## config.mk

```make
export PLATFORM = sky130hd
export DESIGN_NAME = multi_queue_with_urgent_front_insert
export DESIGN_NICKNAME = d
export VERILOG_FILES = /design/src/rtl/mqufi_pkg.sv /design/src/rtl/multi_queue_with_urgent_front_insert.sv
export SDC_FILE = /design/constraint.sdc
export NUM_CORES = 2
export LEC_CHECK = 0
export BUFFER_PORTS_ARGS = -buffer_cell sky130_fd_sc_hd__buf_2
export CAP_MARGIN = 20
export CORE_ASPECT_RATIO = 1.5
export CORE_MARGIN = 1
export CORE_UTILIZATION = 45
export DETAILED_ROUTE_END_ITERATION = 8
export SLEW_MARGIN = 20
export SYNTH_ARGS = -nofsm -noshare
export SYNTH_HDL_FRONTEND = slang
export SYNTH_SLANG_ARGS = --single-unit
```

## constraint.sdc

```tcl
create_clock -name clk -period 5.6 [get_ports clk]
set_input_delay 0 -clock clk [delete_from_list [all_inputs] [get_ports clk]]
set_output_delay 0 -clock clk [all_outputs]
set_load 0.02 [all_outputs]
```

## src/rtl/mqufi_pkg.sv

```systemverilog
// Package for the multi-queue with urgent front insert.
// Holds the sizes, request and response structs, result codes and FSM states.
// Used by the top level and by its checker; depends on nothing else.
`default_nettype none

package mqufi_pkg;

  // Bank sizing.
  localparam int NUM_QUEUES  = 16;
  localparam int QUEUE_DEPTH = 8;
  localparam int TAG_BITS    = 16;

  // Fixed widths of the request and response fields.
  localparam int QSEL_W = 4;
  localparam int TAG_W  = 16;
  localparam int FILL_W = 4;
  localparam int CODE_W = 2;

  // Derived widths.
  localparam int QIDX_W  = $clog2(NUM_QUEUES);
  localparam int PTR_W   = $clog2(QUEUE_DEPTH);
  localparam int CNT_W   = $clog2(QUEUE_DEPTH + 1);
  localparam int SLOT_AW = $clog2(NUM_QUEUES * QUEUE_DEPTH);

  localparam logic REQ_ADD  = 1'b0;
  localparam logic REQ_TAKE = 1'b1;

  localparam logic [CODE_W-1:0] RC_ADDED = 2'd0;
  localparam logic [CODE_W-1:0] RC_FULL  = 2'd1;
  localparam logic [CODE_W-1:0] RC_TAKEN = 2'd2;
  localparam logic [CODE_W-1:0] RC_EMPTY = 2'd3;

  typedef struct packed {
    logic              req_type;
    logic [QSEL_W-1:0] queue_sel;
    logic [TAG_W-1:0]  entry_tag;
    logic              urgent;
  } mq_req_t;

  typedef struct packed {
    logic [CODE_W-1:0] result_code;
    logic [TAG_W-1:0]  out_tag;
    logic              out_urgent;
    logic [FILL_W-1:0] fill_after;
  } mq_rsp_t;

  // Per-queue descriptor: ring position of the head and number of entries held.
  typedef struct packed {
    logic [PTR_W-1:0] head;
    logic [CNT_W-1:0] fill;
  } mq_desc_t;

  typedef struct packed {
    logic                urgent;
    logic [TAG_BITS-1:0] tag;
  } mq_slot_t;

  typedef enum logic [1:0] {
    ST_IDLE,
    ST_DESC,
    ST_SLOT
  } mq_state_t;

endpackage

`default_nettype wire

```

## src/rtl/multi_queue_with_urgent_front_insert.sv

```systemverilog
// Usage
// A bank of NUM_QUEUES bounded queues of QUEUE_DEPTH entries each. Each request on
// the in_ channel (in_valid, in_stall, in_data) either adds a tag to the addressed
// queue, at the head when urgent is set and at the tail otherwise, or takes the
// head entry. Every request gives exactly one response on the out_ channel
// (out_valid, out_stall, out_data) with the result code and the queue's new fill.
// Each request passes through registered steps: the descriptor memory is read
// into a register on accept, and in ST_DESC an add, a full or an empty answer is
// loaded into the output register; a successful take instead reads the slot memory
// into a register there and loads its response in ST_SLOT. The block works on one
// request at a time and accepts no new request until the last one's response is
// loaded into the output register.
// A finished response sits in the output register while the next request is
// accepted; that request waits before its update until the output is free.
// Reset clears every queue to empty at once through per-queue valid bits on the
// descriptor memory; the slot memory needs no clearing.
// While a response is stalled it holds, and the request behind it changes no
// queue state until the response has been taken.
// Holds the whole datapath and control; depends on mqufi_pkg.
`default_nettype none

module multi_queue_with_urgent_front_insert
  import mqufi_pkg::*;
(
  input  wire logic    clk,
  input  wire logic    rst_n,
  input  wire logic    in_valid,
  output logic         in_stall,
  input  wire mq_req_t in_data,
  output logic         out_valid,
  input  wire logic    out_stall,
  output mq_rsp_t      out_data
);

  mq_state_t state_r, state_nxt;
  mq_req_t   req_r;
  logic      in_acc;
  logic      out_free;
  logic      out_load;
  mq_rsp_t   out_rsp;
  logic      out_valid_r;
  mq_rsp_t   out_data_r;

  // Descriptor memory with reset valid bits.
  mq_desc_t                desc_mem [NUM_QUEUES];
  logic [NUM_QUEUES-1:0]   desc_vld_r;
  mq_desc_t                desc_rdata_r;
  logic                    desc_hit_r;
  logic                    desc_we;
  mq_desc_t                desc_wdata;
  mq_desc_t                cur;

  // Slot memory: entry tag and urgent mark.
  mq_slot_t                slot_mem [NUM_QUEUES * QUEUE_DEPTH];
  mq_slot_t                slot_rdata_r;
  logic                    slot_we;
  logic                    slot_re;
  logic [SLOT_AW-1:0]      slot_addr;
  mq_slot_t                slot_wdata;

  logic [CNT_W-1:0]        pend_fill_r, pend_fill_nxt;

  logic [QIDX_W-1:0]       q_idx;
  logic                    q_ok;
  logic [SLOT_AW-1:0]      slot_base;
  logic [PTR_W-1:0]        head_inc;
  logic [PTR_W-1:0]        head_dec;
  logic [CNT_W:0]          tail_sum;
  logic [PTR_W-1:0]        tail_pos;

  assign in_stall  = (state_r != ST_IDLE);
  assign in_acc    = in_valid && !in_stall;
  assign out_free  = !out_valid_r || !out_stall;
  assign out_valid = out_valid_r;
  assign out_data  = out_data_r;

  assign q_idx = req_r.queue_sel[QIDX_W-1:0];
  assign q_ok  = ({1'b0, req_r.queue_sel} < (QSEL_W + 1)'(NUM_QUEUES));

  // A queue never written since reset reads as empty with its head at zero.
  assign cur = desc_hit_r ? desc_rdata_r : '0;

  assign slot_base = SLOT_AW'(q_idx) * SLOT_AW'(QUEUE_DEPTH);
  assign head_inc  = (cur.head == PTR_W'(QUEUE_DEPTH - 1)) ? '0 : cur.head + 1'b1;
  assign head_dec  = (cur.head == '0) ? PTR_W'(QUEUE_DEPTH - 1) : cur.head - 1'b1;
  assign tail_sum  = (CNT_W + 1)'(cur.head) + (CNT_W + 1)'(cur.fill);
  assign tail_pos  = (tail_sum >= (CNT_W + 1)'(QUEUE_DEPTH)) ?
                     PTR_W'(tail_sum - (CNT_W + 1)'(QUEUE_DEPTH)) : PTR_W'(tail_sum);

  always_ff @(posedge clk) begin
    if (!rst_n) begin
      state_r     <= ST_IDLE;
      out_valid_r <= 1'b0;
      desc_vld_r  <= '0;
    end else begin
      state_r     <= state_nxt;
      out_valid_r <= (out_valid_r && out_stall) || out_load;
      if (desc_we) begin
        desc_vld_r[q_idx] <= 1'b1;
      end
    end
  end

  always_ff @(posedge clk) begin
    pend_fill_r <= pend_fill_nxt;
    if (in_acc) begin
      req_r <= in_data;
    end
    if (out_load) begin
      out_data_r <= out_rsp;
    end
  end

  // Descriptor memory: read on accept, written back in the update cycle.
  always_ff @(posedge clk) begin
    if (desc_we) begin
      desc_mem[q_idx] <= desc_wdata;
    end
    if (in_acc) begin
      desc_rdata_r <= desc_mem[in_data.queue_sel[QIDX_W-1:0]];
      desc_hit_r   <= desc_vld_r[in_data.queue_sel[QIDX_W-1:0]];
    end
  end

  always_ff @(posedge clk) begin
    if (slot_we) begin
      slot_mem[slot_addr] <= slot_wdata;
    end
    if (slot_re) begin
      slot_rdata_r <= slot_mem[slot_addr];
    end
  end

  always_comb begin
    state_nxt     = state_r;
    out_load      = 1'b0;
    out_rsp       = '0;
    desc_we       = 1'b0;
    desc_wdata    = '0;
    slot_we       = 1'b0;
    slot_re       = 1'b0;
    slot_addr     = '0;
    slot_wdata    = '0;
    pend_fill_nxt = pend_fill_r;

    unique case (state_r)
      ST_IDLE: begin
        if (in_acc) begin
          state_nxt = ST_DESC;
        end
      end

      ST_DESC: begin
        if (out_free) begin
          state_nxt = ST_IDLE;
          if (!q_ok) begin
            out_load            = 1'b1;
            out_rsp.result_code = (req_r.req_type == REQ_TAKE) ? RC_EMPTY : RC_FULL;
          end else if (req_r.req_type == REQ_TAKE) begin
            if (cur.fill == '0) begin
              out_load            = 1'b1;
              out_rsp.result_code = RC_EMPTY;
            end else begin
              slot_re         = 1'b1;
              slot_addr       = slot_base + SLOT_AW'(cur.head);
              desc_we         = 1'b1;
              desc_wdata.head = head_inc;
              desc_wdata.fill = cur.fill - 1'b1;
              pend_fill_nxt   = cur.fill - 1'b1;
              state_nxt       = ST_SLOT;
            end
          end else if (cur.fill >= CNT_W'(QUEUE_DEPTH)) begin
            out_load            = 1'b1;
            out_rsp.result_code = RC_FULL;
            out_rsp.fill_after  = FILL_W'(cur.fill);
          end else begin
            slot_we           = 1'b1;
            slot_addr         = slot_base + SLOT_AW'(req_r.urgent ? head_dec : tail_pos);
            slot_wdata.tag    = req_r.entry_tag[TAG_BITS-1:0];
            slot_wdata.urgent = req_r.urgent;
            desc_we           = 1'b1;
            desc_wdata.head   = req_r.urgent ? head_dec : cur.head;
            desc_wdata.fill   = cur.fill + 1'b1;
            out_load            = 1'b1;
            out_rsp.result_code = RC_ADDED;
            out_rsp.fill_after  = FILL_W'(cur.fill + 1'b1);
          end
        end
      end

      ST_SLOT: begin
        if (out_free) begin
          out_load            = 1'b1;
          out_rsp.result_code = RC_TAKEN;
          out_rsp.out_tag     = TAG_W'(slot_rdata_r.tag);
          out_rsp.out_urgent  = slot_rdata_r.urgent;
          out_rsp.fill_after  = FILL_W'(pend_fill_r);
          state_nxt           = ST_IDLE;
        end
      end

      default: begin
        state_nxt = ST_IDLE;
      end
    endcase
  end

endmodule

`default_nettype wire

```

==> summary.md <==
| Metric | Value |
|---|---|
| Outcome | finished clean |
| Relative slew slack | 17.1% |
| Type of the worst setup path | flip-flop to flip-flop |
| Number of I/O port buffers | 50 |
| CP Max Fanout | 56 |
| Total grt overflow | 0 |
| Drt wl/cell | 34.8 um |
| Syn avg cell area | between 15 and 20 sq um |
| Seq/Total Area, Yosys | between 70 and 80% |
| Routed WL | 323000 um |
| Fin. Hold Viols | 0 |
| Global-route wire length before repair | 447000 um |
| Vias in the first global route | between 50000 and 60000 |
| Clock tree buffer depth | 4 |
| Clk slew on worst S/H paths | 70 ps |
| DRT antenna net count | 0 |
| Fin crit share | 99.6% |
| Vias per cell | around 6.5 |
| # Post-CTS Setup Buffers | 0 |
| DP HPWL | slightly below 200000 um |
| EDFF count, synth | 2362 |
| Synthesized net count | between 6000 and 7000 |
| Core area | around 200000 sq um |
| Worst Tran Pin Value | between 1000 and 1500 ps |
| Yosys warnings | 0 |
| Min Tclk post-route | approximately 5600 ps |
| Overall Global Routing Usage | between 30% and 40% |
| Distinct cells, synth | 80 |
| TritonCTS buffer count | about 210 |
| Largest net degree at the start of global routing | ~110 |
| Area Overhead vs Synth | 14.8% |
| Main synth FF type | edfxtp_1 |
| Total number of vias | around 60000 |
| Hold Path Class | input pin to flip-flop |
| Initial DRC count | a little under 10000 |
| Final clock skew | 53.0 ps |
| Router iterations before antenna repair | 6 |
| H-tree levels | 4 |
| Peak supply drop | 0.291 mV |
| Startpoint class of the critical path | flip-flop |
| RSZ-0062 raised after global routing | no |
| Final setup fails | 0 |
| Die W | 372 um |
| MaxCap Viol Count | 0 |
| Starting Density | around 45% |
| Fmax | 179 MHz |
| Pwr Density | around 350 nW/um^2 |
| CP arrival | approximately 6300 ps |
| Post-layout util | between 50% and 60% |
| I/O pin cnt | 51 |
| Root buf cell | clkbuf_16 |
| Async set or reset register ratio after synthesis | 0% |
| Nets | between 6000 and 7000 |
| Placer Congestion | just over 0.9 |
| Die Ht | roughly 560 um |
| Slew Limit Fails | 0 |
| Rows | between 200 and 250 |
| Synthesized area | 92500 sq um |
| Crit path required time | 6340 ps |
| Skew-Pair Late Insertion Delay | approximately 880 ps |
| Tot Pwr | ~37000 uW |
| CP endpoint kind | flip-flop |
| Die area | around 210000 sq um |
| TritonCTS Sinks | 2381 |
| # DRC | 0 |
| Antenna violations before repair | 20 |
| CTS tree | built |
| Leakage power | between 0.03 and 0.04 uW |
| Post-Syn Instances | approximately 6100 |
| FF+latch count, synth | 2381 |
| Share of layout cells above drive strength 1 | between 15 and 20% |
-- per-stage QoR --
stage / setup TNS, ps / area (sq um) / hold slack (ps) / std cells / setup slack (ps)
3_3_place_gp: -587 / 99000 / 176 / 8857 / -290
2_1_floorplan: 0 / 92500 / 98.9 / 6122 / 1150
5_1_grt: 0 / 106000 / 159 / 9286 / 23.5
3_5_place_dp: -112 / 99100 / 178 / 8861 / -112
6_report: 0 / 106000 / 135 / 9291 / 21.4
4_1_cts: 0 / 106000 / 114 / 9285 / 170
-- where the power goes --
group          internal, uW  switching, uW  leakage, uW
sequential            19500           46.1       0.0224
combinational           749           1930       0.0101
clock                  7970           6470      0.00324
-- placed cells by master, fill, tap and decap left out, types with 34 or more instances in the layout --
cell,count
clkinv_1,46
buf_2,51
o211ai_1,34
clkbuf_1,48
edfxtp_1,2362
buf_4,362
and3_1,83
dlygate4sd3_1,47
a22oi_1,148
nor2_1,79
a21oi_1,468
a211oi_1,77
mux2i_1,122
nand2_1,1068
o2bb2ai_1,41
a222oi_1,51
o21ai_0,154
nor2_2,104
a221oi_1,81
nand3_1,259
mux4_2,48
a31oi_1,81
clkbuf_16,216
buf_12,77
-- Yosys cell counts (7+ instances only) --
cell	number	area [sq um]
edfxtp_1	2362	70900
nand2_1	1071	4020
a21oi_1	473	2370
nand3_1	261	1310
buf_2	214	1070
nor2_1	186	698
o21ai_0	155	776
a22oi_1	148	1110
clkbuf_1	133	499
mux2i_1	122	1220
and3_1	100	626
a211oi_1	81	608
a221oi_1	81	709
a31oi_1	81	507
buf_1	54	203
a222oi_1	51	510
mux4_2	48	1080
o2bb2ai_1	41	359
o211ai_1	34	255
a22o_1	32	280
o22ai_1	31	194
mux2_2	29	327
a311oi_1	28	245
nor3_1	25	125
o21a_1	20	150
dfxtp_1	19	380
o221ai_1	17	149
buf_4	15	113
and2_1	14	87.6
o21ai_1	14	70.1
nand4_1	11	68.8
nor2b_1	11	68.8
a221o_1	10	100
ha_1	10	125
a211o_1	9	78.8
a32oi_1	9	78.8
nor4_1	9	56.3
a2111oi_0	7	61.3
-- registers in the layout, summed over array words and instances (netlist names) --
name,flops
slot_mem,2176
desc_mem,112
out_data,23
req_r,18
slot_rdata_r,17
desc_vld_r,16
desc_rdata_r,7
pend_fill_r,4
q_idx,4
state_r,2
desc_hit_r,1
out_valid,1
-- layer usage --
metal	part of all wire, %	GRT usage, %	vias up
li1	-	-	24400
met1	35	38.9	30800
met2	47	48.6	4101
met4	7.8	20.3	6
met3	10	5.38	931
met5	0.013	0	-
-- logic make-up (layout without fill, tap and decap cells) --
kind of cell               count (synthesis)  count (layout)  share of synthesized area, %
other                                      0               6                             0
AOI/OAI and AO/OA                       1383            1383                          9.92
adders and majority gates                 10              10                         0.135
and+or+nand+nor                         1717            1717                          7.88
DFF                                     2381            2381                          77.1
buffers and inverters                    423             921                          2.07
xor gates and xnor gates                   7               7                        0.0663
muxes                                    201             201                          2.87
-- cell type report --
class | count | area [sq um]
fill | 16700 | 98000
sequential | 2381 | 71300
multi-input combinational | 3318 | 19900
clock buffer | 264 | 5590
timing repair buffer | 538 | 4990
tap | 2665 | 3330
clock inverter | 113 | 1070
inverter | 6 | 22.5
antenna | 6 | 15.0
-- final timing paths --
kind / startpoint / to / slack, ps / cells past startpoint
worst max-delay path: desc_hit_r / slot_rdata_r[13] / 20 / 15
worst min-delay path: rst_n / out_valid / 140 / 3
worst max register to register: desc_hit_r / slot_rdata_r[13] / 20 / 15
worst min register to register: desc_vld_r[10] / desc_vld_r[10] / 470 / 1
-- worst max-delay path, stage by stage (launching register included) --
cell	delay, ps
edfxtp_1	670
nand2_1	190
ha_1	360
nor4bb_1	170
a211oi_1	500
o21a_4	520
buf_12	340
buf_4	380
nand2_1	100
nand3_1	100
nand3_1	90
a21oi_1	620
nor4_1	210
buf_4	200
o22ai_1	670
a31o_1	200
-- repair_timing --
action / CTS / global route
hold buffers: 47 / 0
setup endpoints to repair: 1 / 1
gates cloned: 0 / 0
hold endpoints to repair: 82 / 0
gates resized for setup: 3 / 1
No activity file was read; power rests on OpenSTA's default activity.
